==> src/rtl/okm_pkg.sv <==
package okm_pkg;

  localparam int unsigned CFG_IDX_W  = 2;
  localparam int unsigned CFG_DATA_W = 64;
  localparam int unsigned ACTIVE_W   = 4;

  localparam logic [CFG_IDX_W-1:0] CFG_ACTIVE_CLUSTERS   = 2'd0;
  localparam logic [CFG_IDX_W-1:0] CFG_INITIAL_CENTROIDS = 2'd1;

  localparam logic [ACTIVE_W-1:0] ACTIVE_RESET = 4'd8;

  typedef enum logic [1:0] {
    S_IDLE,
    S_SEARCH,
    S_DIVIDE,
    S_FINISH
  } okm_state_t;

  typedef struct packed {
    logic done;
    logic rem_nz;
  } okm_div_stat_t;

endpackage

==> src/rtl/online_kmeans_1d_update.sv <==
// Each sample passes through the serial nearest search over the clusters in use (one
// centroid a cycle), the restoring divider (one quotient bit a cycle) and the output register.
// A new sample is accepted only once the previous result has been loaded into the output
// register, since in_ready is high only in the idle state.
// Synchronous active-low reset: eight clusters, all centroids zero, all weights one.
module online_kmeans_1d_update #(
  parameter int unsigned MAX_CLUSTERS  = 8,
  parameter int unsigned COUNT_BITS    = 24,
  parameter int unsigned FRACTION_BITS = 8
) (
  input  logic                               clk,
  input  logic                               rst_n,
  input  logic                               in_valid,
  output logic                               in_ready,
  input  logic [7:0]                         in_sample,
  input  logic                               in_end_of_batch,
  output logic                               out_valid,
  input  logic                               out_ready,
  output logic [2:0]                         out_cluster_index,
  output logic [15:0]                        out_new_centroid,
  output logic [23:0]                        out_new_count,
  output logic                               out_batch_done,
  input  logic                               cfg_we,
  input  logic [okm_pkg::CFG_IDX_W-1:0]      cfg_index,
  input  logic [okm_pkg::CFG_DATA_W-1:0]     cfg_wdata
);
  import okm_pkg::*;

  localparam int unsigned CENT_W = 8 + FRACTION_BITS;
  localparam int unsigned IDX_W  = (MAX_CLUSTERS > 1) ? $clog2(MAX_CLUSTERS) : 1;
  localparam int unsigned DVS_W  = COUNT_BITS + 1;
  localparam logic [COUNT_BITS-1:0] COUNT_MAX = '1;
  localparam logic [ACTIVE_W-1:0]   MAX_ACT   = ACTIVE_W'(MAX_CLUSTERS);

  okm_state_t state_r, state_nxt;

  logic [ACTIVE_W-1:0]   active_r;
  logic [CFG_DATA_W-1:0] init_r;
  logic [CENT_W-1:0]     cent_r [MAX_CLUSTERS];
  logic [COUNT_BITS-1:0] wgt_r  [MAX_CLUSTERS];
  logic [CENT_W-1:0]     point_r;
  logic                  last_r;

  logic                  out_valid_r, out_valid_nxt;
  logic [2:0]            out_idx_r;
  logic [15:0]           out_cent_r;
  logic [23:0]           out_cnt_r;
  logic                  out_last_r;

  logic                  accept;
  logic                  out_load;
  logic                  cfg_hit;
  logic [CFG_DATA_W-1:0] init_src;
  logic [ACTIVE_W-1:0]   in_use;
  logic [IDX_W-1:0]      last_idx;

  logic [IDX_W-1:0]      k;
  logic                  srch_done;
  logic [IDX_W-1:0]      best_idx;
  logic [CENT_W-1:0]     best_cent;
  logic [COUNT_BITS-1:0] best_wgt;

  logic                  above;
  logic [CENT_W-1:0]     gap;
  logic [DVS_W-1:0]      divisor;
  logic [CENT_W-1:0]     quot;
  okm_div_stat_t         div_stat;
  logic [CENT_W-1:0]     mean;
  logic [COUNT_BITS-1:0] new_wgt;

  always_comb begin
    if (active_r == '0) begin
      in_use = ACTIVE_W'(1);
    end else if (active_r > MAX_ACT) begin
      in_use = MAX_ACT;
    end else begin
      in_use = active_r;
    end
    last_idx = IDX_W'(in_use - ACTIVE_W'(1));
  end

  assign accept   = in_valid && in_ready;
  assign in_ready = (state_r == S_IDLE);
  assign out_load = (state_r == S_FINISH) && (!out_valid_r || out_ready);

  okm_search #(
    .IDX_W  (IDX_W),
    .CENT_W (CENT_W),
    .CNT_W  (COUNT_BITS)
  ) u_search (
    .clk       (clk),
    .rst_n     (rst_n),
    .start     (accept),
    .last_idx  (last_idx),
    .point     (point_r),
    .cent_k    (cent_r[k]),
    .wgt_k     (wgt_r[k]),
    .k         (k),
    .done      (srch_done),
    .best_idx  (best_idx),
    .best_cent (best_cent),
    .best_wgt  (best_wgt)
  );

  // The mean is c + (p - c) / (w + 1) rounded down, so only the gap is divided.
  always_comb begin
    above   = (point_r >= best_cent);
    gap     = above ? (point_r - best_cent) : (best_cent - point_r);
    divisor = {1'b0, best_wgt} + DVS_W'(1);
  end

  okm_divider #(
    .DVD_W (CENT_W),
    .DVS_W (DVS_W)
  ) u_divider (
    .clk      (clk),
    .rst_n    (rst_n),
    .start    ((state_r == S_SEARCH) && srch_done),
    .dividend (gap),
    .divisor  (divisor),
    .quotient (quot),
    .stat     (div_stat)
  );

  always_comb begin
    if (above) begin
      mean = best_cent + quot;
    end else begin
      mean = best_cent - quot - CENT_W'(div_stat.rem_nz);
    end
    new_wgt = (best_wgt == COUNT_MAX) ? best_wgt : best_wgt + COUNT_BITS'(1);
  end

  always_comb begin
    state_nxt = state_r;
    unique case (state_r)
      S_IDLE: begin
        if (accept) begin
          state_nxt = S_SEARCH;
        end
      end
      S_SEARCH: begin
        if (srch_done) begin
          state_nxt = S_DIVIDE;
        end
      end
      S_DIVIDE: begin
        if (div_stat.done) begin
          state_nxt = S_FINISH;
        end
      end
      S_FINISH: begin
        if (out_load) begin
          state_nxt = S_IDLE;
        end
      end
      default: begin
        state_nxt = S_IDLE;
      end
    endcase
    out_valid_nxt = out_valid_r;
    if (out_load) begin
      out_valid_nxt = 1'b1;
    end else if (out_ready) begin
      out_valid_nxt = 1'b0;
    end
  end

  always_ff @(posedge clk) begin
    if (!rst_n) begin
      state_r     <= S_IDLE;
      out_valid_r <= 1'b0;
    end else begin
      state_r     <= state_nxt;
      out_valid_r <= out_valid_nxt;
    end
  end

  assign cfg_hit  = cfg_we && ((cfg_index == CFG_ACTIVE_CLUSTERS) ||
                               (cfg_index == CFG_INITIAL_CENTROIDS));
  assign init_src = (cfg_index == CFG_INITIAL_CENTROIDS) ? cfg_wdata : init_r;

  always_ff @(posedge clk) begin
    if (!rst_n) begin
      active_r <= ACTIVE_RESET;
      init_r   <= '0;
      for (int i = 0; i < MAX_CLUSTERS; i++) begin
        cent_r[i] <= '0;
        wgt_r[i]  <= COUNT_BITS'(1);
      end
    end else if (cfg_hit) begin
      if (cfg_index == CFG_ACTIVE_CLUSTERS) begin
        active_r <= cfg_wdata[ACTIVE_W-1:0];
      end else begin
        init_r <= cfg_wdata;
      end
      for (int i = 0; i < MAX_CLUSTERS; i++) begin
        cent_r[i] <= CENT_W'(init_src[8*i +: 8]) << FRACTION_BITS;
        wgt_r[i]  <= COUNT_BITS'(1);
      end
    end else if (out_load) begin
      cent_r[best_idx] <= mean;
      wgt_r[best_idx]  <= new_wgt;
    end
  end

  always_ff @(posedge clk) begin
    if (accept) begin
      point_r <= CENT_W'(in_sample) << FRACTION_BITS;
      last_r  <= in_end_of_batch;
    end
    if (out_load) begin
      out_idx_r  <= 3'(best_idx);
      out_cent_r <= 16'(mean);
      out_cnt_r  <= 24'(new_wgt);
      out_last_r <= last_r;
    end
  end

  assign out_valid         = out_valid_r;
  assign out_cluster_index = out_idx_r;
  assign out_new_centroid  = out_cent_r;
  assign out_new_count     = out_cnt_r;
  assign out_batch_done    = out_last_r;

endmodule

==> src/rtl/okm_search.sv <==
module okm_search #(
  parameter int unsigned IDX_W  = 3,
  parameter int unsigned CENT_W = 16,
  parameter int unsigned CNT_W  = 24
) (
  input  logic              clk,
  input  logic              rst_n,
  input  logic              start,
  input  logic [IDX_W-1:0]  last_idx,
  input  logic [CENT_W-1:0] point,
  input  logic [CENT_W-1:0] cent_k,
  input  logic [CNT_W-1:0]  wgt_k,
  output logic [IDX_W-1:0]  k,
  output logic              done,
  output logic [IDX_W-1:0]  best_idx,
  output logic [CENT_W-1:0] best_cent,
  output logic [CNT_W-1:0]  best_wgt
);
  import okm_pkg::*;

  logic              busy_r, busy_nxt;
  logic              done_r, done_nxt;
  logic [IDX_W-1:0]  k_r, k_nxt;
  logic [IDX_W-1:0]  best_idx_r, best_idx_nxt;
  logic [CENT_W-1:0] best_dist_r, best_dist_nxt;
  logic [CENT_W-1:0] best_cent_r, best_cent_nxt;
  logic [CNT_W-1:0]  best_wgt_r, best_wgt_nxt;
  logic [CENT_W-1:0] delta;
  logic              take;

  always_comb begin
    delta = (cent_k >= point) ? (cent_k - point) : (point - cent_k);
    take = (k_r == '0) || (delta < best_dist_r);
    busy_nxt      = busy_r;
    done_nxt      = 1'b0;
    k_nxt         = k_r;
    best_idx_nxt  = best_idx_r;
    best_dist_nxt = best_dist_r;
    best_cent_nxt = best_cent_r;
    best_wgt_nxt  = best_wgt_r;
    if (start) begin
      busy_nxt = 1'b1;
      k_nxt    = '0;
    end else if (busy_r) begin
      if (take) begin
        best_idx_nxt  = k_r;
        best_dist_nxt = delta;
        best_cent_nxt = cent_k;
        best_wgt_nxt  = wgt_k;
      end
      if (k_r == last_idx) begin
        busy_nxt = 1'b0;
        done_nxt = 1'b1;
      end else begin
        k_nxt = k_r + IDX_W'(1);
      end
    end
  end

  always_ff @(posedge clk) begin
    if (!rst_n) begin
      busy_r <= 1'b0;
      done_r <= 1'b0;
      k_r    <= '0;
    end else begin
      busy_r <= busy_nxt;
      done_r <= done_nxt;
      k_r    <= k_nxt;
    end
  end

  always_ff @(posedge clk) begin
    best_idx_r  <= best_idx_nxt;
    best_dist_r <= best_dist_nxt;
    best_cent_r <= best_cent_nxt;
    best_wgt_r  <= best_wgt_nxt;
  end

  assign k         = k_r;
  assign done      = done_r;
  assign best_idx  = best_idx_r;
  assign best_cent = best_cent_r;
  assign best_wgt  = best_wgt_r;

endmodule

==> src/rtl/okm_divider.sv <==
module okm_divider #(
  parameter int unsigned DVD_W = 16,
  parameter int unsigned DVS_W = 25
) (
  input  logic                 clk,
  input  logic                 rst_n,
  input  logic                 start,
  input  logic [DVD_W-1:0]     dividend,
  input  logic [DVS_W-1:0]     divisor,
  output logic [DVD_W-1:0]     quotient,
  output okm_pkg::okm_div_stat_t stat
);
  import okm_pkg::*;

  localparam int unsigned WW  = (DVS_W > DVD_W + 1) ? DVS_W : DVD_W + 1;
  localparam int unsigned CW  = $clog2(DVD_W + 1);

  logic [WW-1:0]    dvs_ext;
  logic [DVD_W:0]   dvs_lo_r, dvs_lo_nxt;
  logic             big_r, big_nxt;
  logic [DVD_W-1:0] dvd_r, dvd_nxt;
  logic [DVD_W-1:0] rem_r, rem_nxt;
  logic [CW-1:0]    cnt_r, cnt_nxt;
  logic             busy_r, busy_nxt;
  logic             done_r, done_nxt;
  logic [DVD_W:0]   trial;
  logic [DVD_W:0]   diff;
  logic             ge;

  always_comb begin
    dvs_ext = WW'(divisor);
    trial   = {rem_r, dvd_r[DVD_W-1]};
    diff    = trial - dvs_lo_r;
    ge      = !big_r && (trial >= dvs_lo_r);
    dvs_lo_nxt = dvs_lo_r;
    big_nxt    = big_r;
    dvd_nxt    = dvd_r;
    rem_nxt    = rem_r;
    cnt_nxt    = cnt_r;
    busy_nxt   = busy_r;
    done_nxt   = 1'b0;
    if (start) begin
      dvs_lo_nxt = dvs_ext[DVD_W:0];
      big_nxt    = |(dvs_ext >> (DVD_W + 1));
      dvd_nxt    = dividend;
      rem_nxt    = '0;
      cnt_nxt    = CW'(DVD_W);
      busy_nxt   = 1'b1;
    end else if (busy_r) begin
      rem_nxt = ge ? diff[DVD_W-1:0] : trial[DVD_W-1:0];
      dvd_nxt = {dvd_r[DVD_W-2:0], ge};
      cnt_nxt = cnt_r - CW'(1);
      if (cnt_r == CW'(1)) begin
        busy_nxt = 1'b0;
        done_nxt = 1'b1;
      end
    end
  end

  always_ff @(posedge clk) begin
    if (!rst_n) begin
      busy_r <= 1'b0;
      done_r <= 1'b0;
      cnt_r  <= '0;
    end else begin
      busy_r <= busy_nxt;
      done_r <= done_nxt;
      cnt_r  <= cnt_nxt;
    end
  end

  always_ff @(posedge clk) begin
    dvs_lo_r <= dvs_lo_nxt;
    big_r    <= big_nxt;
    dvd_r    <= dvd_nxt;
    rem_r    <= rem_nxt;
  end

  assign quotient    = dvd_r;
  assign stat.done   = done_r;
  assign stat.rem_nz = |rem_r;

endmodule
==> config.mk <==
export PLATFORM = sky130hd
export DESIGN_NAME = online_kmeans_1d_update
export DESIGN_NICKNAME = d
export VERILOG_FILES = /design/src/rtl/okm_pkg.sv /design/src/rtl/online_kmeans_1d_update.sv /design/src/rtl/okm_search.sv /design/src/rtl/okm_divider.sv
export SDC_FILE = /design/constraint.sdc
export NUM_CORES = 1
export LEC_CHECK = 0
export BUFFER_PORTS_ARGS = -buffer_cell sky130_fd_sc_hd__clkbuf_2
export CAP_MARGIN = 20
export CORE_MARGIN = 2
export CORE_UTILIZATION = 30
export CTS_BUF_LIST = sky130_fd_sc_hd__clkbuf_4 sky130_fd_sc_hd__clkbuf_8
export DETAILED_ROUTE_END_ITERATION = 16
export PLACE_DENSITY_LB_ADDON = 0.15
export SETUP_SLACK_MARGIN = 0.5
export SLEW_MARGIN = 20
export SYNTH_ARGS = -nofsm -noshare
export SYNTH_HDL_FRONTEND = slang
export SYNTH_SLANG_ARGS = --single-unit
==> constraint.sdc <==
create_clock -name clk -period 18.8 [get_ports clk]
set_input_delay 3.76 -clock clk [delete_from_list [all_inputs] [get_ports clk]]
set_output_delay 3.76 -clock clk [all_outputs]
set_load 0.005 [all_outputs]
### After elaboration in Yosys (flattened, before gate mapping)

Memories as Yosys holds them, arrays and structs flattened. A register that Yosys moved wholly into a read port is not among the register bits.
Cells that the tools add are included.

| storage, ports and cells | value |
|---|---|
| output and inout bits | 46 |
| input port bits | 80 |
| logic and storage cells | 165 |
| memory bits (writable) | 320 |
| memories kept | 2 |
| flip-flop bits (word level) | 221 |

| cells by class | value |
|---|---|
| add/subtract/negate cells | 13 |
| bitwise logic cells | 22 |
| reductions and logical operators | 29 |
| magnitude comparators | 5 |
| mux-type cells | 59 |
| equal/unequal tests | 11 |

Memories:

| memory | depth | bits a word | read ports | clocked after Yosys merged registers in | write ports | RTL line | source |
|---|---|---|---|---|---|---|---|
| wgt_r | 8 | 24 | 1 | 1 | 8 | online_kmeans_1d_update.sv:40 | `logic [COUNT_BITS-1:0] wgt_r [MAX_CLUSTERS];` |
| cent_r | 8 | 16 | 1 | 1 | 8 | online_kmeans_1d_update.sv:39 | `logic [CENT_W-1:0] cent_r [MAX_CLUSTERS];` |

Operators with widths:

| operator | count |
|---|---|
| two-way mux 16 bit | 15 |
| two-way mux 24 bit | 10 |
| subtractor 16 bit | 6 |
| two-way mux 64 bit | 1 |
| greater-or-equal comparator 16 bit | 2 |
| OR reduction 16 bit | 2 |
| adder 24 x 1 -> 25 bit (second input constant) | 1 |
| adder 24 x 1 -> 24 bit (second input constant) | 1 |
| equality test 24 bit (second input constant) | 1 |
| OR reduction 24 bit | 1 |
| two-way mux 1 bit | 20 |
| two-way mux 3 bit | 6 |
| greater-or-equal comparator 17 bit | 1 |
| adder 16 bit | 1 |
| < comparator 16 bit | 1 |
| OR 1 bit | 16 |
| subtractor 16 x 1 -> 16 bit | 1 |
| two-way mux 5 bit | 2 |
| two-way mux 2 bit | 4 |
| case mux 2 bit (4 select lines) | 1 |
| OR reduction 8 bit | 1 |
| inequality test 2 x 1 -> 1 bit (second input constant) | 3 |
| NOT 1 bit | 6 |
| AND reduction 2 bit | 3 |
| 20 further kinds | 33 |

### Logic depth before layout (Yosys ltp)

Gate-level depths: netlist (run 1).

| logic depth | value |
|---|---|
| word-level depth | 9 |
| mapped depth | 26 |
| depth with buffers taken out | 22 |

### Cells and area by module

Synthesis (run 1) repeated with hierarchy kept, for this count alone.

| unflattened totals | value |
|---|---|
| cell total of the unflattened synthesis | 2516 |
| area total of the unflattened synthesis | 29259.3 µm² |

Modules (own cells, without submodules):

| module | times used | sequential area each (µm²) | area each (µm²) | cells an instance |
|---|---|---|---|---|
| online_kmeans_1d_update | 1 | 12622.1 | 22270.1 | 1879 |
| okm_search | 1 | 1871.8 | 3895.0 | 351 |
| okm_divider | 1 | 1481.4 | 3094.2 | 286 |

### Worst setup path after synthesis (run 1)

No wires, ideal clock.

| path | value |
|---|---|
| path kind | reg-to-reg |
| from | register with a tool-made name |
| to | register u_search.best_cent_r[0] (netlist: u_search.best_cent[0]) (enable) |
| arrival time | 8925 ps |
| required time | 18293 ps |
| setup time | 507 ps |
| period minus slack after synthesis | 9432 ps |
| setup slack | 9368 ps |
| cell stages (with the launch flop) | 25 |
| path buffers | 3 |
| cell sequence | dfxtp_1 clkbuf_1 buf_1 buf_1 mux4_2 mux2i_1 ha_1 inv_1 fa_1 a21o_1 a21o_1 a21oi_1 nor2_1 o41ai_1 nand2_1 o21ai_0 ha_1 a21o_1 a21oi_1 nor2b_1 o21ai_0 nand2b_1 a21oi_1 o31ai_1 a41oi_1 |

RTL lines:

| what | RTL line | source |
|---|---|---|
| end signal, assigned | okm_search.sv:75 | `best_cent_r <= best_cent_nxt;` |
| end, declared | okm_search.sv:26 | `logic [CENT_W-1:0] best_cent_r, best_cent_nxt;` |

==> flow_metrics.env, run 1 <==
export IMPL_status="finished, final reports clean"
export IMPL_synth_edf_count=465
export IMPL_switchingPower_mw=1.614
export IMPL_synthSimpleGateAreaFrac_pct=12.21
export IMPL_post_route_period_util_pct=35.88
export IMPL_grtUsageTotal_pct=16.71
export IMPL_worstMarginPinSlew_ns=1.152
export IMPL_final_net_count=2818
export IMPL_synth_async_reset_ratio_pct=0
export IMPL_cts_hold_buf=0
export IMPL_overflow=0
export IMPL_startpoint_type="input port"
export IMPL_cp_data_arrival_time_ns=7.07
export IMPL_cts_tree="done"
export IMPL_start_util_pct=30.38
export IMPL_endpoint_kind="register"
export IMPL_synthMuxAreaShare_pct=10.04
export IMPL_drt_iter0_drc=1443
export IMPL_synth_xor_area_share_pct=2.803
export IMPL_synth_compound_area_share_pct=9.174
export IMPL_fin_tns_setup_ns=0
export IMPL_power_frac_seq_pct=38.4
export IMPL_post_synth_cell_area_avg_um2=11.51
export IMPL_syn2layout_area_growth_pct=14.52
export IMPL_cts_resized_gates=0
export IMPL_hp_class="register to register"
export IMPL_fin_crit_ns=6.746
export IMPL_route_detailed_drc=0
export IMPL_synth_top_family_by_area="simple AND/OR/NAND/NOR gates"
export IMPL_synth_seq_area_share_pct=56.28
export IMPL_numPortBuffers=125
export IMPL_relSlewSlack_pct=22.67
export IMPL_crit_slowest_cell="nand2_2"
export IMPL_gp_congestion=0.8656
export IMPL_io_pins=126
export IMPL_power_frac_clock_pct=26.5
export IMPL_skew_ns=0.03496
export IMPL_stdcell_area_mm2=0.03257
export IMPL_cts_clk_slew_worst_paths_ns=0.06
export IMPL_final_cell_mix="465 x edfxtp_1, 356 x nor2_1, 265 x nand2_1, 168 x inv_1, 125 x clkbuf_2"
export IMPL_cts_buffers=99
export IMPL_path_cells="clkbuf_2 -> nand2b_1 -> nand2_1 -> nor3_1 -> nand2_2 -> nand2_2 -> buf_4"
export IMPL_grt_setup_unrepaired="false"
export IMPL_grt_antenna_before_repair=2
export IMPL_fill_cells=9440
export IMPL_num_rows=112
export IMPL_synthFlopType="edfxtp_1"
export IMPL_clkSinkCount=567
export IMPL_cp_required_ns=19.12
export IMPL_final_common_cell="edfxtp_1"
export IMPL_wire_per_inst_um=20.82
export IMPL_p_int_mw=2.668
export IMPL_swShare_pct=37.70
export IMPL_die_area_mm2=0.09727
export IMPL_ant_nets=0
export IMPL_dpl_instance_area_mm2=0.03055
export IMPL_hold_slack_ns=0.4225
export IMPL_vias=19359
export IMPL_vdd_drop_max_v=0.00005470
export IMPL_cp_slowest_stage_delay_ns=0.87
export IMPL_critPathKind="input port to register"
export IMPL_design_core_area_mm2=0.09361
export IMPL_htreeDepth=3
export IMPL_drv_slew=0
export IMPL_wl_um=82140
export IMPL_drive_gt1_share_pct=17.88
export IMPL_synth_warnings=0
export IMPL_final_hold_violation_count=0
export IMPL_dieHeight_um=311.9
export IMPL_setup_viol=0
export IMPL_p_comb_share_pct=35.2
export IMPL_dp_hpwl_um=54730
export IMPL_fp_dieW_um=311.9
export IMPL_synth_seq_cells=567
export IMPL_grt_first_pass_wirelength_um=123900
export IMPL_cts_setup_buffers=0
export IMPL_via_per_inst=4.907
export IMPL_clk_latency_ns=0.71
export IMPL_synth_fa_ha_area_share_pct=5.526
export IMPL_maxCapViolations=0
export IMPL_critPathMaxFanout=40
export IMPL_drt_pass1_iterations=5
export IMPL_crit_top_cell="nand2_2"
export IMPL_syn_area_mm2=0.02844
export IMPL_cts_max_path_buffers=3
export IMPL_synth_cell_types=68
export IMPL_grt_max_degree=93
export IMPL_p_per_area_mw_per_mm2=131.5
export IMPL_grt_pass1_vias=19983
export IMPL_syn_nets=2672
export IMPL_final_util_pct=34.79
export IMPL_syn_inst=2470
export IMPL_cts_root_buffer="clkbuf_8"
export IMPL_max_freq_mhz=148.2
export IMPL_leakagePower_nw=12.46
[worst paths after layout]
path	startpoint	end	slack, ns	cells after the start
worst max-delay path	cfg_index[1]	cent_r[0][4]$_SDFFCE_PN0P_	12.05	7
worst max register to register	register	u_search.best_wgt[20]$_DFFE_PP_	12.27	24
worst min register to register	last_r$_DFFE_PP_	out_batch_done$_DFFE_PP_	0.42	0
worst min-delay path	last_r$_DFFE_PP_	out_batch_done$_DFFE_PP_	0.42	0
[sequential cells by signal (all words and copies together), names as in the netlist, 2 cells and up, named ones only]
name / flops
active_r: 4
cent_r: 128
init_r: 64
out_cluster_index: 3
out_new_centroid: 16
out_new_count: 24
point_r: 8
state_r: 2
u_divider.cnt_r: 5
u_divider.dvs_lo_r: 17
u_divider.quotient: 16
u_divider.rem_r: 16
u_search.best_cent: 16
u_search.best_dist_r: 15
u_search.best_idx: 3
u_search.best_wgt: 24
u_search.k: 3
wgt_r: 192
[through the flow]
step           power [mW]  worst slack (ns)  cells
2_1_floorplan       2.605             9.368   2470
5_1_grt             4.551             11.63   3945
4_1_cts             4.325             11.90   3941
3_5_place_dp        3.171             11.12   3766
3_3_place_gp        3.152             11.25   3765
6_report            4.282             12.05   3945
[cell usage after synthesis, types with 10 or more instances]
library cell  count  area (um^2)
a21oi_1          80        400.4
nand2_1         280         1051
xnor2_1          57        499.2
nand2b_1         12        75.07
o21ai_0          59        295.3
mux4_2           76         1712
nor3_1           30        150.1
a21boi_0         71        533.0
nor2_1          356         1336
a211oi_1         16        120.1
inv_1           170        638.1
mux2_2           35        394.1
a21o_1           22        165.2
buf_1            23        86.33
nand4_1          15        93.84
ha_1            116         1451
xor2_1           34        297.8
mux2i_1          75        750.7
dfxtp_1         102         2042
edfxtp_1        465        13960
clkbuf_1         99        371.6
nor2b_1          17        106.4
o31ai_1          14        105.1
o22ai_1          38        237.7
nand3_1          41        205.2
nor4_1           13        81.33
a31oi_1          10        62.56
[cell families after synthesis]
| group | count (synthesis) |
|---|---|
| xor+xnor | 91 |
| mux | 186 |
| simple gates | 815 |
| flops | 567 |
| compound gates | 393 |
| fa+ha+maj | 122 |
| buf+inv | 296 |
[layout make-up]
type / instances / area, um^2 / area share (%)
antenna: 1 / 2.502 / 0.007684
clock buffer: 148 / 1799 / 5.525
tap: 1254 / 1569 / 4.818
clock inverter: 27 / 145.1 / 0.4457
sequential: 567 / 16010 / 49.16
inverter: 171 / 641.9 / 1.971
timing repair buffer: 170 / 1007 / 3.093
multi-input combinational: 1607 / 11390 / 34.98
[critical path, delay by kind of cell]
family	cells	cell delay [ns]
simple gates	5	2.60
buf+inv	2	0.63
[power by group through the flow]
stage | Clock (mW) | Sequential, mW | Combinational [mW]
after global placement | 0 | 1.67 | 1.49
after floorplan | 0 | 1.65 | 0.957
after detailed placement | 0 | 1.67 | 1.50
final | 1.13 | 1.64 | 1.51
after global routing | 1.22 | 1.66 | 1.67
after CTS | 1.17 | 1.64 | 1.51
[routing by layer]
| layer | part of all wire, % | track usage (%) | vias to the layer above | wire, um |
|---|---|---|---|---|
| met5 | 0.016 | 0 | - | 13 |
| met1 | 46 | 22.73 | 9482 | 37440 |
| met4 | 2.7 | 5.736 | 2 | 2213 |
| li1 | - | - | 9178 | - |
| met3 | 5.5 | 2.769 | 136 | 4508 |
| met2 | 46 | 26.95 | 561 | 37960 |
No activity file was read; power rests on OpenSTA's default activity.
==> inputs of run 2 (changes only) <==
==> constraint.sdc (replaced) <==
create_clock -name clk -period 5.6 [get_ports clk]
set_input_delay 1.12 -clock clk [delete_from_list [all_inputs] [get_ports clk]]
set_output_delay 1.12 -clock clk [all_outputs]
set_load 0.005 [all_outputs]
==> run 2 against run 1 <==
  * Wire length increased by 2.3%
  * Via count increased by 1.7%
  * Flip-flop and latch count unchanged
  * Critical path type is now register to register
  * Non-clock buffer count increased by 67
  * Critical endpoint is now u_search.best_wgt[0]$_DFFE_PP_
  * Global-route usage increased by 0.40 points
==> flow_metrics.env, run 2 (synthesized netlist as in run 1, its figures left out) <==
export IMPL_status="finished, final reports clean"
export IMPL_grt_pass1_vias=20288
export IMPL_power_frac_clock_pct=26.0
export IMPL_swShare_pct=37.06
export IMPL_grtUsageTotal_pct=17.11
export IMPL_final_util_pct=35.97
export IMPL_largest_register_ffs=192
export IMPL_regToRegSetupSlack_ns=0.28
export IMPL_clkSinkCount=567
export IMPL_htreeDepth=3
export IMPL_endpoint="u_search.best_wgt[0]$_DFFE_PP_"
export IMPL_drive_gt1_share_pct=21.48
export IMPL_p_per_area_mw_per_mm2=454.8
export IMPL_grt_first_pass_wirelength_um=126900
export IMPL_hp_class="register to register"
export IMPL_drv_slew=0
export IMPL_design_core_area_mm2=0.09361
export IMPL_hold_slack_ns=0.4174
export IMPL_vias=19696
export IMPL_fin_tns_setup_ns=0
export IMPL_critPathKind="register to register"
export IMPL_maxCapViolations=0
export IMPL_cts_buffers=101
export IMPL_worstMarginPinSlew_ns=1.106
export IMPL_overflow=0
export IMPL_final_common_cell="edfxtp_1"
export IMPL_grt_antenna_before_repair=1
export IMPL_die_area_mm2=0.09727
export IMPL_dieHeight_um=311.9
export IMPL_multi_input_area_mm2=0.01162
export IMPL_final_hold_violation_count=0
export IMPL_switchingPower_mw=5.675
export IMPL_post_route_period_util_pct=95.05
export IMPL_start_util_pct=30.38
export IMPL_via_per_inst=4.897
export IMPL_largest_register="wgt_r"
export IMPL_setup_viol=0
export IMPL_drt_pass1_iterations=5
export IMPL_p_total_mw=15.31
export IMPL_relSlewSlack_pct=25.76
export IMPL_r2r_end="u_search.best_wgt[0]$_DFFE_PP_"
export IMPL_num_rows=112
export IMPL_p_int_mw=9.639
export IMPL_leakagePower_nw=12.98
export IMPL_p_comb_share_pct=37.9
export IMPL_grt_max_degree=77
export IMPL_fin_crit_ns=5.323
export IMPL_cts_tree="done"
export IMPL_syn2layout_area_growth_pct=18.42
export IMPL_fill_cells=9362
export IMPL_max_freq_mhz=187.9
export IMPL_fp_dieW_um=311.9
export IMPL_cp_required_ns=6.09
export IMPL_power_frac_seq_pct=36.2
export IMPL_route_detailed_drc=0
export IMPL_cts_root_buffer="clkbuf_8"
export IMPL_cts_clk_slew_worst_paths_ns=0.06
export IMPL_critPathMaxFanout=4
export IMPL_cts_hold_buf=0
export IMPL_reg2reg_depth=24
export IMPL_top_regs="wgt_r: 192 flops, cent_r: 128 flops, init_r: 64 flops"
export IMPL_final_net_count=2887
export IMPL_wire_per_inst_um=20.88
export IMPL_endpoint_kind="register"
export IMPL_dp_hpwl_um=55850
export IMPL_cp_data_arrival_time_ns=5.81
export IMPL_seqCellArea_mm2=0.01602
export IMPL_skew_ns=0.03886
export IMPL_ant_nets=0
export IMPL_grt_setup_unrepaired="true"
export IMPL_startpoint_type="register"
export IMPL_gp_congestion=0.8464
export IMPL_vdd_drop_max_v=0.0001718
export IMPL_io_pins=126
export IMPL_wl_um=83990
export IMPL_drt_iter0_drc=1423
export IMPL_numPortBuffers=125
export IMPL_clk_latency_ns=0.74
export IMPL_final_cell_mix="465 x edfxtp_1, 353 x nor2_1, 264 x nand2_1, 167 x inv_1, 125 x clkbuf_2"
export IMPL_cts_max_path_buffers=3
run 2: worst min-delay path by stage:
stage,from,end,slack (ns),depth (start not counted)
global route,last_r$_DFFE_PP_,out_batch_done$_DFFE_PP_,0.45,0
floorplan,last_r$_DFFE_PP_,out_batch_done$_DFFE_PP_,0.40,0
CTS,last_r$_DFFE_PP_,out_batch_done$_DFFE_PP_,0.41,0
detailed placement,last_r$_DFFE_PP_,out_batch_done$_DFFE_PP_,0.42,0
finish,last_r$_DFFE_PP_,out_batch_done$_DFFE_PP_,0.42,0
global placement,last_r$_DFFE_PP_,out_batch_done$_DFFE_PP_,0.40,0
run 2: stage by stage:
step / cells / worst slack [ns] / area [um^2]
global route: 4021 / 0.1594 / 33670
CTS: 4015 / 0.3494 / 33530
floorplan: 2470 / -0.3392 / 28560
detailed placement: 3803 / -0.04624 / 30980
global placement: 3803 / 0.04167 / 30980
finish: 4022 / 0.2773 / 33680
run 2: area by class of cell:
cell class	instances	area share [%]
antenna	2	0.01486
clock buffer	149	5.421
clock inverter	35	0.7059
inverter	171	1.906
multi-input combinational	1607	34.52
sequential	567	47.56
tap	1254	4.659
timing repair buffer	237	5.209
run 2: power by group through the flow:
stage / combinational, mW / sequential (mW) / clock, mW
floorplan: 3.29 / 5.51 / 0
finish: 5.80 / 5.54 / 3.97
global placement: 5.21 / 5.63 / 0
CTS: 5.71 / 5.55 / 4.09
global route: 6.31 / 5.60 / 4.28
detailed placement: 5.25 / 5.63 / 0
run 2: timing repair:
action                                  4_1_cts  5_1_grt
pin swaps                                    21       26
gates cloned                                  3        0
resized for setup                            41       21
setup buffers                                25        5
endpoints found under the setup margin       65       71
hold endpoints to repair                      0        0
run 2: worst max-delay path: stages (launching register included):
cell and delay, ns:
dfxtp_4 0.39, mux4_2 0.53, mux2i_4 0.25, ha_2 0.22
inv_2 0.04, fa_2 0.35, a21o_1 0.16, a21o_1 0.18
a21oi_2 0.14, nor2_2 0.07, o41ai_4 0.36, and2_4 0.22
buf_6 0.12, buf_4 0.11, o31ai_2 0.06, xnor2_1 0.15
ha_1 0.31, nand2_1 0.06, o31a_1 0.31, o31ai_4 0.32
a41oi_4 0.18, buf_12 0.17, buf_16 0.14, buf_12 0.13
buf_8 0.11
run 2: layer usage:
metal  part of all wire (%)  up-vias  track usage, %
met2                     47      505           27.81
met3                    5.0      108           2.742
met1                     46     9762           23.41
li1                       -     9321               -
met5                      0        -               0
met4                    2.2        0           5.201
